$ cat src/sha_pkg.sv
package sha_pkg;

	localparam int BLOCK_WORDS = 16;
	localparam int ROUNDS = 64;
	localparam logic [7:0] PAD_BYTE = 8'h80;
	localparam logic [5:0] LEN_START = 6'd56;

	localparam logic [31:0] INIT_H [8] = '{
		32'h6a09e667, 32'hbb67ae85, 32'h3c6ef372, 32'ha54ff53a,
		32'h510e527f, 32'h9b05688c, 32'h1f83d9ab, 32'h5be0cd19
	};

	localparam logic [31:0] ROUND_K [64] = '{
		32'h428a2f98, 32'h71374491, 32'hb5c0fbcf, 32'he9b5dba5,
		32'h3956c25b, 32'h59f111f1, 32'h923f82a4, 32'hab1c5ed5,
		32'hd807aa98, 32'h12835b01, 32'h243185be, 32'h550c7dc3,
		32'h72be5d74, 32'h80deb1fe, 32'h9bdc06a7, 32'hc19bf174,
		32'he49b69c1, 32'hefbe4786, 32'h0fc19dc6, 32'h240ca1cc,
		32'h2de92c6f, 32'h4a7484aa, 32'h5cb0a9dc, 32'h76f988da,
		32'h983e5152, 32'ha831c66d, 32'hb00327c8, 32'hbf597fc7,
		32'hc6e00bf3, 32'hd5a79147, 32'h06ca6351, 32'h14292967,
		32'h27b70a85, 32'h2e1b2138, 32'h4d2c6dfc, 32'h53380d13,
		32'h650a7354, 32'h766a0abb, 32'h81c2c92e, 32'h92722c85,
		32'ha2bfe8a1, 32'ha81a664b, 32'hc24b8b70, 32'hc76c51a3,
		32'hd192e819, 32'hd6990624, 32'hf40e3585, 32'h106aa070,
		32'h19a4c116, 32'h1e376c08, 32'h2748774c, 32'h34b0bcb5,
		32'h391c0cb3, 32'h4ed8aa4a, 32'h5b9cca4f, 32'h682e6ff3,
		32'h748f82ee, 32'h78a5636f, 32'h84c87814, 32'h8cc70208,
		32'h90befffa, 32'ha4506ceb, 32'hbef9a3f7, 32'hc67178f2
	};

	function automatic logic [31:0] ror(input logic [31:0] x, input int n);
		ror = (x >> n) | (x << (32 - n));
	endfunction

	function automatic logic [31:0] big_s0(input logic [31:0] x);
		big_s0 = ror(x, 2) ^ ror(x, 13) ^ ror(x, 22);
	endfunction

	function automatic logic [31:0] big_s1(input logic [31:0] x);
		big_s1 = ror(x, 6) ^ ror(x, 11) ^ ror(x, 25);
	endfunction

	function automatic logic [31:0] small_s0(input logic [31:0] x);
		small_s0 = ror(x, 7) ^ ror(x, 18) ^ (x >> 3);
	endfunction

	function automatic logic [31:0] small_s1(input logic [31:0] x);
		small_s1 = ror(x, 17) ^ ror(x, 19) ^ (x >> 10);
	endfunction

endpackage

$ cat src/sha_ram.sv
module sha_ram #(
	parameter int WIDTH = 32,
	parameter int DEPTH = 16
) (
	input  logic                     clk,
	input  logic                     we,
	input  logic [$clog2(DEPTH)-1:0] waddr,
	input  logic [WIDTH-1:0]         wdata,
	input  logic [$clog2(DEPTH)-1:0] raddr,
	output logic [WIDTH-1:0]         rdata
);
	logic [WIDTH-1:0] mem_q [DEPTH];

	always_ff @(posedge clk) begin
		if (we)
			mem_q[waddr] <= wdata;
		rdata <= mem_q[raddr];
	end
endmodule

$ cat src/sha256_message_hasher.sv
// one item per cycle while a block fills; a byte that completes a 64-byte block
// stalls input while the block is loaded from the word ram, run through the rounds and added
// end of message: padding bytes plus one or two compressions, then eight
// digest words, one per output transfer; input is held off until word 7 is taken
// arst_n puts the chaining state at the initial hash values with empty block and length
module sha256_message_hasher (
	input  logic        clk,
	input  logic        arst_n,
	input  logic        in_valid,
	output logic        in_ready,
	input  logic [7:0]  data_byte,
	input  logic        has_byte,
	input  logic        end_of_message,
	output logic        out_valid,
	input  logic        out_ready,
	output logic [31:0] digest_word,
	output logic [2:0]  word_index,
	output logic        last_word
);
	import sha_pkg::*;

	localparam logic [2:0] S_IDLE   = 3'd0;
	localparam logic [2:0] S_PAD80  = 3'd1;
	localparam logic [2:0] S_PADZ   = 3'd2;
	localparam logic [2:0] S_PADLEN = 3'd3;
	localparam logic [2:0] S_LOAD   = 3'd4;
	localparam logic [2:0] S_ROUND  = 3'd5;
	localparam logic [2:0] S_ADD    = 3'd6;
	localparam logic [2:0] S_OUT    = 3'd7;

	logic [2:0]  state_q;
	logic [5:0]  fill_q;
	logic [60:0] len_q;
	logic [63:0] len_sh_q;
	logic [23:0] acc_q;
	logic        eom_pend_q, pad_q, done_q;
	logic [6:0]  cnt_q;
	logic [2:0]  idx_q;
	logic [31:0] h_q [8];
	logic [31:0] v_q [8];
	logic [31:0] w_q [BLOCK_WORDS];

	logic        wr_en;
	logic [7:0]  wr_byte;
	logic        ram_we;
	logic [31:0] ram_rdata;
	logic [31:0] t1, t2, w_new;
	logic        in_xfer, out_xfer;

	assign in_ready  = (state_q == S_IDLE);
	assign out_valid = (state_q == S_OUT);
	assign in_xfer   = in_valid && in_ready;
	assign out_xfer  = out_valid && out_ready;

	assign digest_word = h_q[idx_q];
	assign word_index  = idx_q;
	assign last_word   = (idx_q == 3'd7);

	// byte path shared by message bytes and padding
	always_comb begin
		wr_en = 1'b0;
		wr_byte = 8'h00;
		unique case (state_q)
			S_IDLE: begin
				wr_en = in_xfer && has_byte;
				wr_byte = data_byte;
			end
			S_PAD80: begin
				wr_en = 1'b1;
				wr_byte = PAD_BYTE;
			end
			S_PADZ: wr_en = (fill_q != LEN_START);
			S_PADLEN: begin
				wr_en = 1'b1;
				wr_byte = len_sh_q[63:56];
			end
			default: ;
		endcase
	end

	assign ram_we = wr_en && (fill_q[1:0] == 2'd3);

	sha_ram #(.WIDTH(32), .DEPTH(BLOCK_WORDS)) u_block_ram (
		.clk  (clk),
		.we   (ram_we),
		.waddr(fill_q[5:2]),
		.wdata({acc_q, wr_byte}),
		.raddr(cnt_q[3:0]),
		.rdata(ram_rdata)
	);

	always_comb begin
		t1 = v_q[7] + big_s1(v_q[4]) + ((v_q[4] & v_q[5]) ^ (~v_q[4] & v_q[6]))
			+ ROUND_K[cnt_q[5:0]] + w_q[0];
		t2 = big_s0(v_q[0]) + ((v_q[0] & v_q[1]) ^ (v_q[0] & v_q[2]) ^ (v_q[1] & v_q[2]));
		w_new = w_q[0] + small_s0(w_q[1]) + w_q[9] + small_s1(w_q[14]);
	end

	always_ff @(posedge clk or negedge arst_n) begin
		if (!arst_n) begin
			state_q <= S_IDLE;
			fill_q <= '0;
			len_q <= '0;
			eom_pend_q <= 1'b0;
			pad_q <= 1'b0;
			done_q <= 1'b0;
			cnt_q <= '0;
			idx_q <= '0;
			for (int i = 0; i < 8; i++)
				h_q[i] <= INIT_H[i];
		end else begin
			if (wr_en) begin
				fill_q <= fill_q + 6'd1;
				if (fill_q == 6'd63)
					cnt_q <= '0;
			end
			unique case (state_q)
				S_IDLE: begin
					if (in_xfer) begin
						eom_pend_q <= end_of_message;
						if (has_byte)
							len_q <= len_q + 61'd1;
						if (has_byte && fill_q == 6'd63)
							state_q <= S_LOAD;
						else if (end_of_message)
							state_q <= S_PAD80;
					end
				end
				S_PAD80: begin
					pad_q <= 1'b1;
					state_q <= (fill_q == 6'd63) ? S_LOAD : S_PADZ;
				end
				S_PADZ: begin
					if (fill_q == LEN_START)
						state_q <= S_PADLEN;
					else if (fill_q == 6'd63)
						state_q <= S_LOAD;
				end
				S_PADLEN: begin
					if (fill_q == 6'd63) begin
						done_q <= 1'b1;
						state_q <= S_LOAD;
					end
				end
				S_LOAD: begin
					if (cnt_q == 7'd16) begin
						cnt_q <= '0;
						state_q <= S_ROUND;
					end else
						cnt_q <= cnt_q + 7'd1;
				end
				S_ROUND: begin
					cnt_q <= cnt_q + 7'd1;
					if (cnt_q == 7'(ROUNDS - 1))
						state_q <= S_ADD;
				end
				S_ADD: begin
					for (int i = 0; i < 8; i++)
						h_q[i] <= h_q[i] + v_q[i];
					if (done_q)
						state_q <= S_OUT;
					else if (pad_q)
						state_q <= S_PADZ;
					else if (eom_pend_q)
						state_q <= S_PAD80;
					else
						state_q <= S_IDLE;
				end
				S_OUT: begin
					if (out_xfer) begin
						idx_q <= idx_q + 3'd1;
						if (idx_q == 3'd7) begin
							for (int i = 0; i < 8; i++)
								h_q[i] <= INIT_H[i];
							fill_q <= '0;
							len_q <= '0;
							eom_pend_q <= 1'b0;
							pad_q <= 1'b0;
							done_q <= 1'b0;
							state_q <= S_IDLE;
						end
					end
				end
				default: state_q <= S_IDLE;
			endcase
		end
	end

	// datapath registers, no reset
	always_ff @(posedge clk) begin
		if (wr_en)
			acc_q <= {acc_q[15:0], wr_byte};
		if (state_q == S_PADZ && fill_q == LEN_START)
			len_sh_q <= {len_q, 3'b000};
		else if (state_q == S_PADLEN)
			len_sh_q <= {len_sh_q[55:0], 8'h00};
		if (state_q == S_LOAD && cnt_q != 7'd0) begin
			for (int i = 0; i < BLOCK_WORDS - 1; i++)
				w_q[i] <= w_q[i + 1];
			w_q[BLOCK_WORDS - 1] <= ram_rdata;
		end
		if (state_q == S_LOAD && cnt_q == 7'd16) begin
			for (int i = 0; i < 8; i++)
				v_q[i] <= h_q[i];
		end
		if (state_q == S_ROUND) begin
			for (int i = 0; i < BLOCK_WORDS - 1; i++)
				w_q[i] <= w_q[i + 1];
			w_q[BLOCK_WORDS - 1] <= w_new;
			v_q[7] <= v_q[6];
			v_q[6] <= v_q[5];
			v_q[5] <= v_q[4];
			v_q[4] <= v_q[3] + t1;
			v_q[3] <= v_q[2];
			v_q[2] <= v_q[1];
			v_q[1] <= v_q[0];
			v_q[0] <= t1 + t2;
		end
	end

	a_no_overlap: assert property (@(posedge clk) disable iff (!arst_n)
		out_valid |-> !in_ready)
		else $error("input taken while digest pending");

	a_len_phase: assert property (@(posedge clk) disable iff (!arst_n)
		(state_q == S_PADLEN) |-> (fill_q >= LEN_START))
		else $error("length bytes outside block tail");

	a_restart: assert property (@(posedge clk) disable iff (!arst_n)
		(out_xfer && last_word) |=> (in_ready && fill_q == 6'd0 && len_q == 61'd0))
		else $error("hasher not cleared after digest");
endmodule
$ cat config.mk
export PLATFORM = sky130hd
export DESIGN_NAME = sha256_message_hasher
export DESIGN_NICKNAME = d
export VERILOG_FILES = /design/src/sha_pkg.sv /design/src/sha_ram.sv /design/src/sha256_message_hasher.sv
export SDC_FILE = /design/constraint.sdc
export NUM_CORES = 2
export LEC_CHECK = 0
export CORE_MARGIN = 2
export CORE_UTILIZATION = 53
export DETAILED_ROUTE_END_ITERATION = 8
export DONT_BUFFER_PORTS = 1
export PLACE_DENSITY_LB_ADDON = 0.25
export SLEW_MARGIN = 20
export SYNTH_ARGS = -nofsm -noshare
export SYNTH_HDL_FRONTEND = slang
export SYNTH_SLANG_ARGS = --single-unit
$ cat constraint.sdc
create_clock -name clk -period 25.6 [get_ports clk]
set_input_delay 2.56 -clock clk [delete_from_list [all_inputs] [get_ports clk]]
set_output_delay 2.56 -clock clk [all_outputs]
set_load 0.05 [all_outputs]
==> results.yml <==
floorplan:
  dieArea_mm2: 0.179
  io_pins: 52
  chipHeight_um: 423
  initial_core_util_pct: 53.5
  core_mm2: 0.174
  fp.dieW_um: 423
  rows: 153
global_route:
  grt_pass1_vias: 59200
  antenna_found_initial: 6
  grt_max_degree: 340
  overflow: 0
  grt_pass1_wl_um: 396000
  grt_usage_pct: 29.7
critical_path:
  r2r_slack_ns: 14.36
  criticalPathCategory: "reg2reg"
  cpMostUsedCell: "fa_1"
  r2r_cells: 33
  crit_path_max_incr_delay_ns: 0.85
  start_kind: "flop"
  worstPathArrival_ns: 11.81
  cp_slowest_cell: "o31ai_1"
  r2r-start: "cnt_q[1]"
  worstReg2RegEnd: "v_q[0][30]"
  worstSetupStartpoint: "cnt_q[1]"
  crit_path_end: "v_q[0][30]"
  cp-end-kind: "flop"
  critPathRequiredTime_ns: 26.17
  crit_fanout: 152
sta:
  skew_ns: 0.0592
  fin_ws_ns: 14.36
  hold_viol_final: 0
  fin_crit_ns: 11.24
  final-setup-viol-count: 0
  fmax_mhz: 89.0
  max-slew-margin-rel_pct: 19.0
  slew_viol_final: 0
  tns_ns: 0
  fin_crit_sh_pct: 43.9
  worstMarginPinSlew_ns: 1.21
  rsz0062_at_grt: "no"
synth:
  synthTopCellsByArea: "edfxtp_1, mux4_2, dfrtp_1, ha_1, fa_1"
  synth-seq-area-share_pct: 54.0
  synth_area_leader_cell: "edfxtp_1"
  synth_top_area_share_pct: 44.0
  syn_avg_cell_area_um2: 12.5
  synth_nets: 8031
  syn_inst: 7423
  synth-seq-cells: 1736
  synth_edf_count: 1365
  synth_ff_type: "edfxtp_1"
  synthesis.area_mm2: 0.0931
  synth_cell_types: 99
  synthArstFlopShare_pct: 19.5
  yosysWarnings: 0
place:
  dp_slack_ns: 14.57
  dp_hpwl_um: 183000
  placedCellCount: 9468
  gp_congestion: 0.981
  port_buffers: 0
finish:
  instances_no_fill: 9814
  syn_to_final_growth_pct: 9.26
  fin_nets: 7938
  drive_above_1_share_pct: 14.1
job:
  drv_cap: 0
detailed_routing:
  wire_per_inst_um: 27.3
  remaining_drc_errors: 0
  drt_wl_total_um: 268000
  drt-initial-drc-count: 7346
  postRouteAntennaNets: 0
  routed_via_density: 6.28
  via_count: 61600
  drt_pass1_iterations: 9
clock_tree:
  cts.sinks: 1736
  cts_inserted_buffers: 184
  cts_tree: "done"
  cts_root_buf: "clkbuf_16"
  cts.path.max_buffers: 3
  clk_latency_ns: 0.86
  post_cts_buffers: 0
  postCtsHoldBufs: 0
  cts_resized: 0
  path_clk_slew_ns: 0.07
  cts_max_level: 4
min_path:
  min_path_cells: 0
  min_path_type: "reg2reg"
run_status:
  status: "finished, final reports clean"
-- sequential cells by signal (all words and copies together), names as in the netlist, 6 cells and up --
name               cells
h_q                  256
v_q                  256
len_q                 61
len_sh_q              61
cnt_q                  7
u_block_ram.rdata     32
fill_q                 6
w_q                  512
u_block_ram.mem_q    512
acc_q                 24
-- cells in the final DEF, fill, tap and decap left out, types with 76 or more instances in the layout --
master	synthesis	routed
edfxtp_1	1365	1365
nand2_1	589	586
o21ai_0	502	501
a21oi_1	467	463
ha_1	399	399
xnor2_1	360	360
nor2_1	364	347
inv_1	338	337
mux2_2	247	247
xor2_1	242	242
mux4_2	227	227
fa_1	195	195
dfrtp_1	203	195
a21o_1	189	189
clkbuf_16	0	189
nand3_1	152	151
nor3_1	149	143
dfstp_2	136	136
nand2b_1	76	76
-- layer usage --
layer  GRT usage (%)  vias to the layer above  wire (um)
li1                -                    27300          -
met3            4.81                      414      21000
met5               0                        -          0
met1            43.9                    31300     116000
met2            45.4                     2581     122000
met4            9.07                        0       8180
-- worst min-delay path by stage --
stage	from	endpoint	slack (ns)
after CTS	w_q[0][507]	w_q[0][475]	0.39
after global routing	w_q[0][140]	w_q[0][108]	0.40
after floorplan	w_q[0][132]	w_q[0][100]	0.40
final	w_q[0][76]	w_q[0][44]	0.38
after detailed placement	w_q[0][137]	w_q[0][105]	0.40
after global placement	w_q[0][263]	w_q[0][231]	0.40
-- Yosys cell counts, drive strengths merged (53+ instances only) --
cell type,count
nand2,589
dfstp,136
o21a,54
o21ai,506
nor3,149
dfrtp,203
or3,55
and3,53
edfxtp,1365
a21o,191
mux2,247
clkbuf,288
nand2b,76
fa,195
nor2b,57
mux4,227
buf,64
xor2,242
ha,399
inv,341
a21oi,468
nor2,366
nand3,153
a211oi,55
xnor2,360
-- worst max-delay path, delay by kind of cell (launching register included) --
| family | cells | cell delay [ns] |
|---|---|---|
| flip-flops | 1 | 0.43 |
| AO/OA/AOI/OAI | 13 | 4.39 |
| AND/OR/NAND/NOR | 7 | 1.47 |
| adder cells (fa/ha/maj) | 7 | 3.42 |
| buffers and inverters | 4 | 0.81 |
| XOR/XNOR | 2 | 0.29 |
-- cell type report --
type | count | area [um^2]
Inverter | 342 | 1290
Timing Repair Buffer | 73 | 648
Fill cell | 13900 | 72500
Antenna cell | 4 | 10.0
Clock inverter | 96 | 1040
Sequential cell | 1736 | 50300
Clock buffer | 245 | 5090
Multi-Input combinational cell | 4993 | 40500
Tap cell | 2325 | 2910
-- stage by stage --
| step | hold slack (ns) | util, % | instance area (um^2) |
|---|---|---|---|
| CTS | 0.393 | 58.4 | 102000 |
| global placement | 0.400 | 54.9 | 95600 |
| finish | 0.381 | 58.4 | 102000 |
| floorplan | 0.400 | - | 93100 |
| global route | 0.403 | 58.4 | 102000 |
| detailed placement | 0.405 | 54.9 | 95600 |
-- cells by family (layout without fill, tap and decap cells) --
family / after synthesis / count (layout) / share of synthesized area [%]
buffers and inverters: 694 / 756 / 2.82
DFF: 1736 / 1736 / 54.0
AOI/OAI and AO/OA: 1656 / 1656 / 11.0
xor gates and xnor gates: 602 / 602 / 5.66
muxes: 498 / 498 / 8.73
adders and majority gates: 598 / 598 / 9.60
and+or+nand+nor: 1639 / 1639 / 8.19
other: 0 / 4 / 0
Power is not shown: default switching activity piles up to over one toggle a cycle in this logic, so the estimate is an artifact.
